**config.mk**
```make
export PLATFORM = sky130hd
export DESIGN_NAME = midi_note_hold_engine_unit
export DESIGN_NICKNAME = d
export VERILOG_FILES = /design/src/mnhe_pkg.sv /design/src/midi_note_hold_engine_unit.sv /design/src/mnhe_ctrl.sv /design/src/mnhe_dp.sv
export SDC_FILE = /design/constraint.sdc
export NUM_CORES = 2
export LEC_CHECK = 0
export ABC_AREA = 1
export ABC_CLOCK_PERIOD_IN_PS = 4200
export BUFFER_PORTS_ARGS = -buffer_cell sky130_fd_sc_hd__buf_2
export CORE_ASPECT_RATIO = 0.5
export CORE_MARGIN = 1.5
export CORE_UTILIZATION = 50
export CTS_CLUSTER_DIAMETER = 60
export CTS_CLUSTER_SIZE = 40
export DETAILED_ROUTE_END_ITERATION = 6
export PLACE_DENSITY = 0.68
export RECOVER_POWER = 100
export SLEW_MARGIN = 20
export SYNTH_ARGS = -nofsm -noshare
export SYNTH_HDL_FRONTEND = slang
export SYNTH_HIERARCHICAL = 1
export SYNTH_SLANG_ARGS = --single-unit
export TNS_END_PERCENT = 30
```
**constraint.sdc**
```tcl
create_clock -name clock -period 4.2 [get_ports clock]
set_input_delay 0.21 -clock clock [delete_from_list [all_inputs] [get_ports clock]]
set_output_delay 0.21 -clock clock [all_outputs]
set_load 0.02 [all_outputs]
```
**src/mnhe_pkg.sv**
```systemverilog
// ----------------------------------------------------------------------------
// MIDI note hold engine package
// Shared constants, codes, controller/datapath interface types and helpers.
// ----------------------------------------------------------------------------
package mnhe_pkg;

   localparam int TRACKS          = 4;
   localparam int SLOTS_PER_TRACK = 8;
   localparam int NSLOTS          = TRACKS * SLOTS_PER_TRACK;

   // register layout always carries four tracks
   localparam int CFG_TRACKS = 4;

   localparam int TRK_W  = 2;
   localparam int SUB_W  = (SLOTS_PER_TRACK > 1) ? $clog2(SLOTS_PER_TRACK) : 1;
   localparam int IDX_W  = (NSLOTS > 1) ? $clog2(NSLOTS) : 1;
   localparam int KIND_W = 2;
   localparam int NOTE_W = 7;
   localparam int VEL_W  = 7;
   localparam int CHAN_W = 4;
   localparam int TS_W   = 32;
   localparam int MODE_W = 3;
   localparam int DUR_W  = 14;
   localparam int THR_W  = 7;

   localparam int ENTRY_W = NOTE_W + CHAN_W + TS_W;

   localparam int CSR_IDX_W  = 4;
   localparam int CSR_DATA_W = 56;

   localparam int REQ_DATA_W = 56;
   localparam int REQ_USER_W = KIND_W + TRK_W;
   localparam int RSP_DATA_W = 24;
   localparam int RSP_USER_W = TRK_W;

   // input kinds
   localparam logic [KIND_W-1:0] KIND_NOTE   = 2'd0;
   localparam logic [KIND_W-1:0] KIND_TICK   = 2'd1;
   localparam logic [KIND_W-1:0] KIND_RELALL = 2'd2;

   // hold modes
   localparam logic [MODE_W-1:0] MODE_DISABLED = 3'd0;
   localparam logic [MODE_W-1:0] MODE_LATCH    = 3'd1;
   localparam logic [MODE_W-1:0] MODE_TIMED    = 3'd2;
   localparam logic [MODE_W-1:0] MODE_NEXT     = 3'd3;
   localparam logic [MODE_W-1:0] MODE_MAX      = 3'd4;

   // register indexes
   localparam logic [CSR_IDX_W-1:0] CSR_MODES      = 4'd0;
   localparam logic [CSR_IDX_W-1:0] CSR_DURATIONS  = 4'd1;
   localparam logic [CSR_IDX_W-1:0] CSR_THRESHOLDS = 4'd2;
   localparam logic [CSR_IDX_W-1:0] CSR_MONO       = 4'd3;

   localparam logic [DUR_W-1:0] DUR_DEFAULT = 14'd2000;
   localparam logic [DUR_W-1:0] DUR_MIN     = 14'd100;
   localparam logic [DUR_W-1:0] DUR_MAX     = 14'd10000;
   localparam logic [THR_W-1:0] THR_MIN     = 7'd1;
   localparam logic [THR_W-1:0] THR_MAX     = 7'd127;

   typedef enum logic [2:0] {
      ST_IDLE,
      ST_DISPATCH,
      ST_ECHO,
      ST_RD,
      ST_EV,
      ST_INSERT,
      ST_FLUSH
   } ctrl_state_type;

   // what a slot walk is for
   typedef enum logic [1:0] {
      WK_TICK,
      WK_LATCH,
      WK_CLEAR,
      WK_CLEAR_INS
   } walk_type;

   typedef struct packed {
      logic     load_req;
      logic     tick_inc;
      logic     walk_start;
      logic     walk_tick;
      logic     walk_step;
      logic     rd_issue;
      logic     emit_echo;
      logic     emit_slot;
      logic     insert;
      logic     flush;
   } ctrl_cmd_type;

   typedef struct packed {
      logic [KIND_W-1:0] kind;
      logic              trk_ok;
      logic              disabled;
      logic              below;
      logic              latch;
      logic              rel_first;
      logic              can_emit;
      logic              live;
      logic              hit;
      logic              at_end;
   } dp_status_type;

   function automatic logic [IDX_W-1:0] slot_index(input logic [TRK_W-1:0] trk,
                                                   input logic [SUB_W-1:0] sub);
      logic [IDX_W+TRK_W+SUB_W-1:0] full;
      full = (IDX_W+TRK_W+SUB_W)'(trk) * (IDX_W+TRK_W+SUB_W)'(SLOTS_PER_TRACK)
           + (IDX_W+TRK_W+SUB_W)'(sub);
      return full[IDX_W-1:0];
   endfunction

endpackage

```
**src/midi_note_hold_engine_unit.sv**
```systemverilog
// ----------------------------------------------------------------------------
// MIDI note hold engine
// Per-track note sustainer: latch, timed, next-note and infinite hold modes.
// ----------------------------------------------------------------------------
// Usage
//   req_*  : input transactions. tuser carries kind (note event, 1 ms tick,
//            release all of a track) and track; tdata carries note, velocity,
//            channel and time stamp. One transaction is taken at a time.
//   rsp_*  : note messages produced by a transaction, in order; tlast marks
//            the final message of a transaction. A transaction may produce
//            none (ignored note-off, empty track, tick releasing nothing).
//   csr_*  : register writes (modes, durations, thresholds, mono), accepted
//            every cycle; write only while the engine is idle.
// Timing
//   A note event passes dispatch and echo, then a table walk over the slots
//   of its track for each of: a latch search, then a mono or next-note
//   release, so at most two walks. A tick walks all 32 slots, with an
//   extra read step per held timed note. The walk over the single-port
//   slot table sets the time a transaction takes.
//   Results pass through a pending stage and an output register; a stalled
//   receiver holds the walk only when both are full. The next request is
//   taken once the last result of the previous one sits in the output
//   register.
// Reset
//   Synchronous, active high: no notes held, tick counter zero, all tracks
//   disabled, durations 2000 ms, thresholds 1, mono off.
// ----------------------------------------------------------------------------
module midi_note_hold_engine_unit (
   input  logic                                clock,
   input  logic                                reset,
   // request stream
   input  logic                                req_tvalid,
   output logic                                req_tready,
   // [6:0] note_number, [13:7] in_velocity, [17:14] midi_channel,
   // [49:18] time_stamp, [55:50] zero
   input  logic [mnhe_pkg::REQ_DATA_W-1:0]     req_tdata,
   // [1:0] kind, [3:2] track
   input  logic [mnhe_pkg::REQ_USER_W-1:0]     req_tuser,
   // response stream
   output logic                                rsp_tvalid,
   input  logic                                rsp_tready,
   // [6:0] out_note, [13:7] out_velocity, [17:14] out_channel, [23:18] zero
   output logic [mnhe_pkg::RSP_DATA_W-1:0]     rsp_tdata,
   // [1:0] out_track
   output logic [mnhe_pkg::RSP_USER_W-1:0]     rsp_tuser,
   output logic                                rsp_tlast,
   // register write port
   input  logic                                csr_valid,
   output logic                                csr_ready,
   input  logic [mnhe_pkg::CSR_IDX_W-1:0]      csr_index,
   input  logic [mnhe_pkg::CSR_DATA_W-1:0]     csr_data
);
   import mnhe_pkg::*;

   ctrl_cmd_type  cmd;
   dp_status_type status;
   walk_type      walk;

   logic [NOTE_W-1:0] rsp_note;
   logic [VEL_W-1:0]  rsp_velocity;
   logic [CHAN_W-1:0] rsp_channel;

   // register writes never stall
   assign csr_ready = 1'b1;

   mnhe_ctrl u_ctrl (
      .clock      (clock),
      .reset      (reset),
      .req_tvalid (req_tvalid),
      .req_tready (req_tready),
      .status     (status),
      .cmd        (cmd),
      .walk       (walk)
   );

   mnhe_dp u_dp (
      .clock        (clock),
      .reset        (reset),
      .req_kind     (req_tuser[KIND_W-1:0]),
      .req_track    (req_tuser[KIND_W +: TRK_W]),
      .req_note     (req_tdata[NOTE_W-1:0]),
      .req_velocity (req_tdata[NOTE_W +: VEL_W]),
      .req_channel  (req_tdata[NOTE_W+VEL_W +: CHAN_W]),
      .req_time     (req_tdata[NOTE_W+VEL_W+CHAN_W +: TS_W]),
      .csr_wr       (csr_valid),
      .csr_index    (csr_index),
      .csr_data     (csr_data),
      .cmd          (cmd),
      .walk         (walk),
      .status       (status),
      .rsp_tvalid   (rsp_tvalid),
      .rsp_tready   (rsp_tready),
      .rsp_track    (rsp_tuser),
      .rsp_note     (rsp_note),
      .rsp_velocity (rsp_velocity),
      .rsp_channel  (rsp_channel),
      .rsp_tlast    (rsp_tlast)
   );

   // pack result fields, zero fill to a whole byte
   assign rsp_tdata = {(RSP_DATA_W-NOTE_W-VEL_W-CHAN_W)'(0),
                       rsp_channel, rsp_velocity, rsp_note};

endmodule

```
**src/mnhe_ctrl.sv**
```systemverilog
// ----------------------------------------------------------------------------
// MIDI note hold engine controller
// Sequences one transaction at a time: echo, slot walks, insert and flush.
// ----------------------------------------------------------------------------
module mnhe_ctrl (
   input  logic                   clock,
   input  logic                   reset,
   input  logic                   req_tvalid,
   output logic                   req_tready,
   input  mnhe_pkg::dp_status_type status,
   output mnhe_pkg::ctrl_cmd_type  cmd,
   output mnhe_pkg::walk_type      walk
);
   import mnhe_pkg::*;

   ctrl_state_type state_ff, state_in;
   walk_type       walk_ff, walk_in;

   always_ff @(posedge clock) begin
      if (reset) begin
         state_ff <= ST_IDLE;
         walk_ff  <= WK_TICK;
      end else begin
         state_ff <= state_in;
         walk_ff  <= walk_in;
      end
   end

   assign req_tready = (state_ff == ST_IDLE);

   // walk purpose straight from the register
   assign walk = walk_ff;

   // next state
   always_comb begin
      state_in = state_ff;
      walk_in  = walk_ff;
      case (state_ff)
         ST_IDLE: begin
            if (req_tvalid) state_in = ST_DISPATCH;
         end
         ST_DISPATCH: begin
            case (status.kind)
               KIND_NOTE: begin
                  if (status.trk_ok && (status.disabled || !status.below))
                     state_in = ST_ECHO;
                  else
                     state_in = ST_FLUSH;
               end
               KIND_TICK: begin
                  state_in = ST_RD;
                  walk_in  = WK_TICK;
               end
               KIND_RELALL: begin
                  if (status.trk_ok) begin
                     state_in = ST_RD;
                     walk_in  = WK_CLEAR;
                  end else begin
                     state_in = ST_FLUSH;
                  end
               end
               default: state_in = ST_FLUSH;
            endcase
         end
         ST_ECHO: begin
            if (status.can_emit) begin
               if (status.disabled) begin
                  state_in = ST_FLUSH;
               end else if (status.latch) begin
                  state_in = ST_RD;
                  walk_in  = WK_LATCH;
               end else if (status.rel_first) begin
                  state_in = ST_RD;
                  walk_in  = WK_CLEAR_INS;
               end else begin
                  state_in = ST_INSERT;
               end
            end
         end
         ST_RD, ST_EV: begin
            if (state_ff == ST_RD && status.live) begin
               state_in = ST_EV;
            end else if (state_ff == ST_EV && status.hit && !status.can_emit) begin
               state_in = ST_EV;
            end else if (state_ff == ST_EV && status.hit && walk_ff == WK_LATCH) begin
               state_in = ST_FLUSH;
            end else if (!status.at_end) begin
               state_in = ST_RD;
            end else begin
               // walk finished
               case (walk_ff)
                  WK_CLEAR_INS: state_in = ST_INSERT;
                  WK_LATCH: begin
                     if (status.rel_first) begin
                        state_in = ST_RD;
                        walk_in  = WK_CLEAR_INS;
                     end else begin
                        state_in = ST_INSERT;
                     end
                  end
                  default: state_in = ST_FLUSH;
               endcase
            end
         end
         ST_INSERT: state_in = ST_FLUSH;
         ST_FLUSH: begin
            if (status.can_emit) state_in = ST_IDLE;
         end
         default: state_in = ST_IDLE;
      endcase
   end

   // commands
   always_comb begin
      cmd = '0;
      case (state_ff)
         ST_IDLE: cmd.load_req = req_tvalid;
         ST_DISPATCH: begin
            if (status.kind == KIND_TICK) begin
               cmd.tick_inc   = 1'b1;
               cmd.walk_start = 1'b1;
               cmd.walk_tick  = 1'b1;
            end else if (status.kind == KIND_RELALL && status.trk_ok) begin
               cmd.walk_start = 1'b1;
            end
         end
         ST_ECHO: begin
            cmd.emit_echo  = status.can_emit;
            cmd.walk_start = status.can_emit && !status.disabled
                           && (status.latch || status.rel_first);
         end
         ST_RD, ST_EV: begin
            if (state_ff == ST_RD && status.live) begin
               cmd.rd_issue = 1'b1;
            end else if (state_ff == ST_EV && status.hit && !status.can_emit) begin
               cmd.rd_issue = 1'b0;
            end else begin
               cmd.emit_slot = (state_ff == ST_EV) && status.hit;
               if (!(state_ff == ST_EV && status.hit && walk_ff == WK_LATCH)) begin
                  if (!status.at_end)
                     cmd.walk_step = 1'b1;
                  else if (walk_ff == WK_LATCH && status.rel_first)
                     cmd.walk_start = 1'b1;
               end
            end
         end
         ST_INSERT: cmd.insert = 1'b1;
         ST_FLUSH:  cmd.flush  = status.can_emit;
         default: cmd = '0;
      endcase
   end

endmodule

```
**src/mnhe_dp.sv**
```systemverilog
// ----------------------------------------------------------------------------
// MIDI note hold engine datapath
// Config registers, slot table, tick counter, walk counters, result staging.
// ----------------------------------------------------------------------------
module mnhe_dp (
   input  logic                              clock,
   input  logic                              reset,
   input  logic [mnhe_pkg::KIND_W-1:0]       req_kind,
   input  logic [mnhe_pkg::TRK_W-1:0]        req_track,
   input  logic [mnhe_pkg::NOTE_W-1:0]       req_note,
   input  logic [mnhe_pkg::VEL_W-1:0]        req_velocity,
   input  logic [mnhe_pkg::CHAN_W-1:0]       req_channel,
   input  logic [mnhe_pkg::TS_W-1:0]         req_time,
   input  logic                              csr_wr,
   input  logic [mnhe_pkg::CSR_IDX_W-1:0]    csr_index,
   input  logic [mnhe_pkg::CSR_DATA_W-1:0]   csr_data,
   input  mnhe_pkg::ctrl_cmd_type            cmd,
   input  mnhe_pkg::walk_type                walk,
   output mnhe_pkg::dp_status_type           status,
   output logic                              rsp_tvalid,
   input  logic                              rsp_tready,
   output logic [mnhe_pkg::TRK_W-1:0]        rsp_track,
   output logic [mnhe_pkg::NOTE_W-1:0]       rsp_note,
   output logic [mnhe_pkg::VEL_W-1:0]        rsp_velocity,
   output logic [mnhe_pkg::CHAN_W-1:0]       rsp_channel,
   output logic                              rsp_tlast
);
   import mnhe_pkg::*;

   // configuration
   logic [MODE_W-1:0] mode_ff [CFG_TRACKS];
   logic [MODE_W-1:0] mode_in [CFG_TRACKS];
   logic [DUR_W-1:0]  dur_ff  [CFG_TRACKS];
   logic [DUR_W-1:0]  dur_in  [CFG_TRACKS];
   logic [THR_W-1:0]  thr_ff  [CFG_TRACKS];
   logic [THR_W-1:0]  thr_in  [CFG_TRACKS];
   logic [CFG_TRACKS-1:0] mono_ff, mono_in;

   always_comb begin
      logic [MODE_W-1:0] m;
      logic [DUR_W-1:0]  d;
      logic [THR_W-1:0]  th;
      for (int t = 0; t < CFG_TRACKS; t++) begin
         m  = csr_data[MODE_W*t +: MODE_W];
         d  = csr_data[DUR_W*t +: DUR_W];
         th = csr_data[THR_W*t +: THR_W];
         mode_in[t] = mode_ff[t];
         dur_in[t]  = dur_ff[t];
         thr_in[t]  = thr_ff[t];
         if (csr_wr && csr_index == CSR_MODES && m <= MODE_MAX)
            mode_in[t] = m;
         if (csr_wr && csr_index == CSR_DURATIONS)
            dur_in[t] = (d < DUR_MIN) ? DUR_MIN : ((d > DUR_MAX) ? DUR_MAX : d);
         if (csr_wr && csr_index == CSR_THRESHOLDS)
            thr_in[t] = (th < THR_MIN) ? THR_MIN : th;
      end
      mono_in = (csr_wr && csr_index == CSR_MONO) ? csr_data[CFG_TRACKS-1:0] : mono_ff;
   end

   always_ff @(posedge clock) begin
      if (reset) begin
         for (int t = 0; t < CFG_TRACKS; t++) begin
            mode_ff[t] <= MODE_DISABLED;
            dur_ff[t]  <= DUR_DEFAULT;
            thr_ff[t]  <= THR_MIN;
         end
         mono_ff <= '0;
      end else begin
         mode_ff <= mode_in;
         dur_ff  <= dur_in;
         thr_ff  <= thr_in;
         mono_ff <= mono_in;
      end
   end

   // captured request
   logic [KIND_W-1:0] kind_ff;
   logic [TRK_W-1:0]  trk_ff;
   logic [NOTE_W-1:0] note_ff;
   logic [VEL_W-1:0]  vel_ff;
   logic [CHAN_W-1:0] chan_ff;
   logic [TS_W-1:0]   ts_ff;

   always_ff @(posedge clock) begin
      if (cmd.load_req) begin
         kind_ff <= req_kind;
         trk_ff  <= req_track;
         note_ff <= req_note;
         vel_ff  <= req_velocity;
         chan_ff <= req_channel;
         ts_ff   <= req_time;
      end
   end

   // tick counter
   logic [TS_W-1:0] tick_ff;

   always_ff @(posedge clock) begin
      if (reset)             tick_ff <= '0;
      else if (cmd.tick_inc) tick_ff <= tick_ff + TS_W'(1);
   end

   // walk counters
   logic [TRK_W-1:0] wtrk_ff;
   logic [SUB_W-1:0] sub_ff;
   logic [IDX_W-1:0] idx;
   logic             sub_last;

   assign idx      = slot_index(wtrk_ff, sub_ff);
   assign sub_last = (sub_ff == SUB_W'(SLOTS_PER_TRACK - 1));

   always_ff @(posedge clock) begin
      if (reset) begin
         wtrk_ff <= '0;
         sub_ff  <= '0;
      end else if (cmd.walk_start) begin
         wtrk_ff <= cmd.walk_tick ? '0 : trk_ff;
         sub_ff  <= '0;
      end else if (cmd.walk_step) begin
         if (sub_last) begin
            sub_ff  <= '0;
            wtrk_ff <= wtrk_ff + TRK_W'(1);
         end else begin
            sub_ff <= sub_ff + SUB_W'(1);
         end
      end
   end

   // free slot search for insert
   logic             free_found;
   logic [IDX_W-1:0] free_idx;
   logic [NSLOTS-1:0] valid_ff;

   always_comb begin
      free_found = 1'b0;
      free_idx   = '0;
      for (int s = 0; s < SLOTS_PER_TRACK; s++) begin
         if (!free_found && !valid_ff[slot_index(trk_ff, SUB_W'(s))]) begin
            free_found = 1'b1;
            free_idx   = slot_index(trk_ff, SUB_W'(s));
         end
      end
   end

   // slot valid bits
   always_ff @(posedge clock) begin
      if (reset) begin
         valid_ff <= '0;
      end else begin
         if (cmd.emit_slot)
            valid_ff[idx] <= 1'b0;
         if (cmd.insert && free_found)
            valid_ff[free_idx] <= 1'b1;
      end
   end

   // slot table: note, channel, start time
   logic [ENTRY_W-1:0] entry_mem [NSLOTS];
   logic [ENTRY_W-1:0] rd_ff;

   always_ff @(posedge clock) begin
      if (cmd.insert && free_found)
         entry_mem[free_idx] <= {ts_ff, chan_ff, note_ff};
      if (cmd.rd_issue)
         rd_ff <= entry_mem[idx];
   end

   logic [NOTE_W-1:0] rd_note;
   logic [CHAN_W-1:0] rd_chan;
   logic [TS_W-1:0]   rd_start;
   logic [TS_W-1:0]   elapsed;

   assign rd_note  = rd_ff[NOTE_W-1:0];
   assign rd_chan  = rd_ff[NOTE_W +: CHAN_W];
   assign rd_start = rd_ff[NOTE_W+CHAN_W +: TS_W];
   assign elapsed  = tick_ff - rd_start;

   // result staging: one pending item so the final one can carry tlast
   logic              pend_valid_ff;
   logic [TRK_W-1:0]  p_trk_ff;
   logic [NOTE_W-1:0] p_note_ff;
   logic [VEL_W-1:0]  p_vel_ff;
   logic [CHAN_W-1:0] p_chan_ff;
   logic              out_valid_ff;
   logic              out_free;
   logic              emit;
   logic              load_out;

   assign out_free = !out_valid_ff || rsp_tready;
   assign emit     = cmd.emit_echo || cmd.emit_slot;
   assign load_out = pend_valid_ff && (emit || cmd.flush);

   always_ff @(posedge clock) begin
      if (reset) begin
         pend_valid_ff <= 1'b0;
         out_valid_ff  <= 1'b0;
      end else begin
         if (emit)
            pend_valid_ff <= 1'b1;
         else if (cmd.flush)
            pend_valid_ff <= 1'b0;
         if (load_out)
            out_valid_ff <= 1'b1;
         else if (rsp_tready)
            out_valid_ff <= 1'b0;
      end
   end

   always_ff @(posedge clock) begin
      if (cmd.emit_echo) begin
         p_trk_ff  <= trk_ff;
         p_note_ff <= note_ff;
         p_vel_ff  <= vel_ff;
         p_chan_ff <= chan_ff;
      end else if (cmd.emit_slot) begin
         p_trk_ff  <= wtrk_ff;
         p_note_ff <= rd_note;
         p_vel_ff  <= '0;
         p_chan_ff <= rd_chan;
      end
      if (load_out) begin
         rsp_track    <= p_trk_ff;
         rsp_note     <= p_note_ff;
         rsp_velocity <= p_vel_ff;
         rsp_channel  <= p_chan_ff;
         rsp_tlast    <= cmd.flush;
      end
   end

   assign rsp_tvalid = out_valid_ff;

   // status
   always_comb begin
      status           = '0;
      status.kind      = kind_ff;
      status.trk_ok    = ({1'b0, trk_ff} < (TRK_W+1)'(TRACKS));
      status.disabled  = (mode_ff[trk_ff] == MODE_DISABLED);
      status.below     = (vel_ff < thr_ff[trk_ff]);
      status.latch     = (mode_ff[trk_ff] == MODE_LATCH);
      status.rel_first = mono_ff[trk_ff] || (mode_ff[trk_ff] == MODE_NEXT);
      status.can_emit  = !pend_valid_ff || out_free;
      status.live      = valid_ff[idx]
                       && (walk != WK_TICK || mode_ff[wtrk_ff] == MODE_TIMED);
      case (walk)
         WK_TICK:  status.hit = (elapsed >= TS_W'(dur_ff[wtrk_ff]));
         WK_LATCH: status.hit = (rd_note == note_ff) && (rd_chan == chan_ff);
         default:  status.hit = 1'b1;
      endcase
      status.at_end = sub_last
                    && (walk != WK_TICK || wtrk_ff == TRK_W'(TRACKS - 1));
   end

endmodule
```
* Yosys cells after proc, flatten, opt, wreduce, memory -nomap -nowiden *
Memory sizes are Yosys's and may differ from the RTL's. A register that Yosys moved wholly into a read port is not among the register bits.
Index checks and enable logic that the tools add are counted.

operators by class
  magnitude comparators = 33
  equal/unequal tests = 30
  $add $sub $neg = 12
  bitwise gates (word level) = 5
  muxes and demuxes = 135
  reduce and logical (&&, ||, !) cells = 74

operators with widths
  cell                                                                   count
  14-bit two-way mux                                                     10
  32-bit two-way mux                                                     3
  7-bit two-way mux                                                      10
  5-bit by 6-bit < comparator with 1-bit output, second input constant   10
  14-bit > comparator, second input constant                             4
  14-bit by 7-bit < comparator with 1-bit output, second input constant  4
  3-bit two-way mux                                                      16
  1-bit two-way mux                                                      47
  1-bit binary-select mux with 5-bit select                              8
  5-bit two-way mux                                                      8
  32-bit by 1-bit adder with 32-bit output, second input constant        1
  32-bit bitwise AND                                                     1
  32-bit by 14-bit >= comparator with 1-bit output                       1
  2-bit two-way mux                                                      16
  32-bit inverter                                                        1
  32-bit bitwise OR                                                      1
  32-bit subtractor                                                      1
  1-bit logical AND                                                      29
  14-bit binary-select mux with 2-bit select                             1
  7-bit by 1-bit < comparator with 1-bit output, second input constant   4
  5-bit by 3-bit adder with 5-bit output, second input constant          4
  1-bit zero test                                                        18
  3-bit case mux with 6 select lines                                     1
  7-bit binary-select mux with 2-bit select                              1
  other kinds (42)                                                       89

storage, ports and cells
  input port bits = 125
  bits in registers = 271
  bits in writable memories = 1,376
  memories = 1
  output and inout bits = 30
  word-level logic and storage cells = 326

memories
  name            depth  bits a word  rd ports  clocked after memory_dff  write ports  line            text
  u_dp.entry_mem  32     43           1         1                         1            mnhe_dp.sv:158  logic [ENTRY_W-1:0] entry_mem [NSLOTS];

* Logic depth before layout (Yosys ltp) *
  depth in word-level cells = 30
  mapped depth = 33
  gate-level depth less buffers = 32

* By module *
The synthesis kept the hierarchy.

by module, submodules not included
  module                      sequential area each (sq um)  area each (sq um)  instances  cells an instance
  mnhe_dp                     48,886.9                      69,122.5           1          5,832
  mnhe_ctrl                   100.1                         705.7              1          122
  midi_note_hold_engine_unit  0.0                           60.1               1          9

* Worst setup path before layout *
OpenSTA, ideal clock, no wires.

  path kind = register to register
  from = register u_dp.tick_ff[2]
  to = register u_dp/rsp_channel[0] (netlist bit) (enable)
  arrival = 3,873 ps
  period minus slack after synthesis = 4,249 ps
  data required time = 3,824 ps
  library setup time = 376 ps
  buffers on the path = 1
  setup slack = -49 ps
  stages on the path, launching flop included = 29
  cells stage by stage = dfxtp_1 > ha_1 > clkbuf_1 > a21oi_1 > nand2_1 > nand2_1 > nand2_1 > nand2_1 > nand2_1 > xor2_1 > ha_1 > inv_1 > nor3_1 > nor3_1 > nand2_1 > nand2_1 > nand3_1 > nor2_1 > nand2_1 > nor2_1 > nand2_1 > nand2_1 > nand2_1 > nand3_2 > nor2_1 > nor2_1 > inv_1 > o21ai_0 > inv_1

RTL lines
  item                    line            text
  start, declared         mnhe_dp.sv:96   logic [TS_W-1:0] tick_ff;
  start signal, assigned  mnhe_dp.sv:100  else if (cmd.tick_inc) tick_ff <= tick_ff + TS_W'(1);
  end signal, assigned    mnhe_dp.sv:225  rsp_channel <= p_chan_ff;
  end, declared           mnhe_dp.sv:25   output logic [mnhe_pkg::CHAN_W-1:0] rsp_channel,

==> impl_metrics.py <==
metrics = {
    "status": {
        "status": "finished, violations left",
        "violations": "max-capacitance violations, max-slew violations",
    },
    "power_and_ir_drop": {
        "p_total_w": 0.0409,
        "power_density_mw_per_mm2": 529,
        "worst_ir_drop_vdd_mv": 0.565,
        "p_leak_nw": 26.3,
    },
    "finish": {
        "drive_gt1_share_pct": 8.24,
        "nFillCells": 11162,
        "regArea_mm2": 0.0490,
        "nets": 6292,
        "multi_input_area_mm2": 0.0184,
        "finalNonFillerCells": 8019,
        "utilization_pct": 56.1,
        "area_growth_syn_to_layout_pct": 10.6,
    },
    "floorplanning": {
        "core_area_mm2": 0.138,
        "fp.dieH_um": 267,
        "dieArea_mm2": 0.142,
        "initial_core_util_pct": 50.7,
        "rows": 96,
        "io_pins": 155,
        "dieWidth_um": 532,
    },
    "yosys": {
        "yosys.area.top_type": "edfxtp_1",
        "seq_area_frac_synth_pct": 70.1,
        "synth-seq-cells": 1690,
        "ys_top_cells_by_count": "1514 x edfxtp_1, 958 x nor2_1, 893 x o21ai_0, 589 x nand2_1, 336 x inv_1",
        "synth_flop_cell": "edfxtp_1",
        "yosysMostFrequentCell": "edfxtp_1",
        "syn-cell-area_mm2": 0.0699,
        "synth_edf_count": 1514,
        "syn_inst": 5963,
        "synth_top_area_share_pct": 65.1,
        "netlist_top_cells_area": "edfxtp_1 65%, o21ai_0 6.4%, nor2_1 5.1%",
        "ys_types": 51,
        "avgSynthCellArea_um2": 11.7,
        "yosys_warnings": 6,
        "synthArstFlopShare_pct": 0,
    },
    "placement": {
        "dp.cells": 7770,
        "hpwl_um": 118000,
        "io_buffers": 141,
        "gp_congestion": 0.895,
    },
    "global_routing": {
        "grt_max_degree": 175,
        "grt.total_usage_pct": 28.3,
        "grt_pass1_wl_um": 300000,
        "antenna_found_initial": 8,
        "grt_pass1_vias": 46684,
        "grt_overflow": 0,
    },
    "sta": {
        "hold_ws_ns": 0.0702,
        "final_hold_viol_count": 0,
        "worst_slew_pin_slew_ns": 1.78,
        "drv_slew": 213,
        "maxSlewHeadroom_pct": -18.4,
        "fmax_ghz": 0.250,
        "fin_skew_ns": 0.0555,
        "setup_violations": 0,
        "rsz0062_at_grt": "true",
        "fin_crit_ns": 4.00,
        "fin_crit_sh_pct": 95.3,
    },
    "clock_tree": {
        "numCtsBuffers": 70,
        "clk_latency_ns": 0.76,
        "clk_pin_slew_worst_paths_ns": 0.11,
        "cts_tree": "yes",
        "cts.sinks": 1690,
        "cts-root-buf": "clkbuf_16",
        "cts_buffer_depth": 3,
        "htree_levels": 3,
    },
    "route": {
        "viasPerCell": 6.20,
        "drt_iter0_drc": 7005,
        "dr.pass1.iters": 6,
        "detail_route.wl_per_cell_um": 25.6,
        "num_vias": 49718,
        "ant_nets": 0,
        "routed_wl_um": 205000,
        "post-route-drc-count": 0,
    },
    "worst_setup_path": {
        "start_kind": "flop",
        "crit_fanout": 4,
        "critPathKind": "flop to flop",
        "cp_slowest_cell": "edfxtp_1",
        "critPathMaxStageDelay_ns": 0.37,
        "critPathArrivalTime_ns": 4.64,
        "worst_ep_required_time_ns": 4.84,
        "endpoint_kind": "flop",
    },
    "job": {
        "maxCapViolations": 6,
    },
    "worst_hold_path": {
        "worstHoldPathType": "input port to flop",
    },
}
[cells in the final DEF (no fill, tap or decap), types with 10 or more instances in the layout]
master	n
a21oi_1	197
a31oi_1	57
a32o_1	18
a32oi_1	36
buf_12	40
buf_2	100
buf_4	99
clkbuf_1	61
clkbuf_16	70
clkinv_2	29
dfxtp_1	170
dlygate4sd3_1	117
edfxtp_1	1514
ha_1	53
inv_1	299
inv_2	14
inv_6	10
nand2_1	573
nand2_2	20
nand3_1	203
nand4_1	23
nor2_1	960
nor2_2	10
nor3_1	26
o21ai_0	888
o21ai_1	19
o221ai_1	271
o22ai_1	89
xor2_1	10
[layout make-up]
class	count	area share (%)
Inverter	350	1.79
Clock buffer	71	2.27
Clock inverter	56	1.21
Tap cell	1862	3.01
Sequential cell	1690	63.4
Antenna cell	1	0.00324
Timing Repair Buffer	431	4.59
Multi-Input combinational cell	3558	23.7
[final timing paths]
check	start	end	slack (ns)	cells past startpoint
worst min register to register	u_dp/p_note_ff[0]$_DFFE_PP_	u_dp/rsp_note[0]$_DFFE_PP_	0.43	0
worst min-delay path	csr_index[0]	u_dp/mode_ff[5]$_SDFFE_PP0P_	0.07	6
worst max register to register	u_dp/rd_ff[16]$_DFFE_PP_	u_dp/wtrk_ff[0]$_SDFFE_PP0P_	0.20	31
worst max-delay path	u_dp/rd_ff[16]$_DFFE_PP_	u_dp/wtrk_ff[0]$_SDFFE_PP0P_	0.20	31
[worst max-delay path, delay by kind of cell, from the launching register on]
kind	cells	cell delay, ns
DFF	1	0.37
xor gates and xnor gates	1	0.16
AOI/OAI and AO/OA	5	0.79
and+or+nand+nor	19	1.71
buffers and inverters	4	0.36
adders and majority gates	2	0.56
[metrics by stage]
step	TNS, ns	worst slack, ns	instance area, um2
after floorplan	0	0.126	69900
after global placement	0	0.0613	73500
after detailed placement	0	0.0378	73500
after CTS	0	0.0260	77300
after global routing	-1.06	-0.127	77300
final	0	0.199	77300
[per-layer routing]
layer | track usage, % | wire length [um]
met2 | 44.7 | 93500
met4 | 8.16 | 6040
met3 | 5.23 | 22200
met1 | 40.1 | 83400
met5 | 0 | 7
[flip-flops by register name, summed over array words and instances, names as in the netlist, 4 cells and up]
register,count
u_dp/rd_ff,43
u_dp/valid_ff,32
u_dp/entry_mem,1376
u_dp/tick_ff,32
u_dp/p_chan_ff,4
u_dp/p_note_ff,7
u_dp/ts_ff,32
u_dp/chan_ff,4
u_dp/dur_ff,56
u_dp/mono_ff,4
u_dp/rsp_channel,4
u_dp/rsp_note,7
u_dp/rsp_velocity,7
u_dp/vel_ff,7
u_dp/thr_ff,28
u_dp/p_vel_ff,7
u_dp/mode_ff,12
u_dp/note_ff,7
[cells by family after synthesis]
family                   share of synthesized area (%)
flip-flops                                        70.1
AO/OA/AOI/OAI                                     13.7
adder cells (fa/ha/maj)                           1.19
other                                           0.0161
AND/OR/NAND/NOR                                   10.8
XOR/XNOR                                         0.226
buffers and inverters                             3.96
[timing repair]
item / 4_1_cts / 5_1_grt
buffers inserted: 0 / 4
hold endpoints to repair: 157 / 0
pin swaps: 0 / 28
resized for setup: 1 / 67
setup endpoints to repair: 2 / 78
hold buffers: 117 / 0
[power breakdown]
part	internal (W)	switching (W)	total, W
registers	0.0198	0.000940	0.0207
logic	0.00282	0.00778	0.0106
clock network	0.00369	0.00587	0.00956
total	0.0263	0.0146	0.0409
No activity file was read; power rests on OpenSTA's default activity.
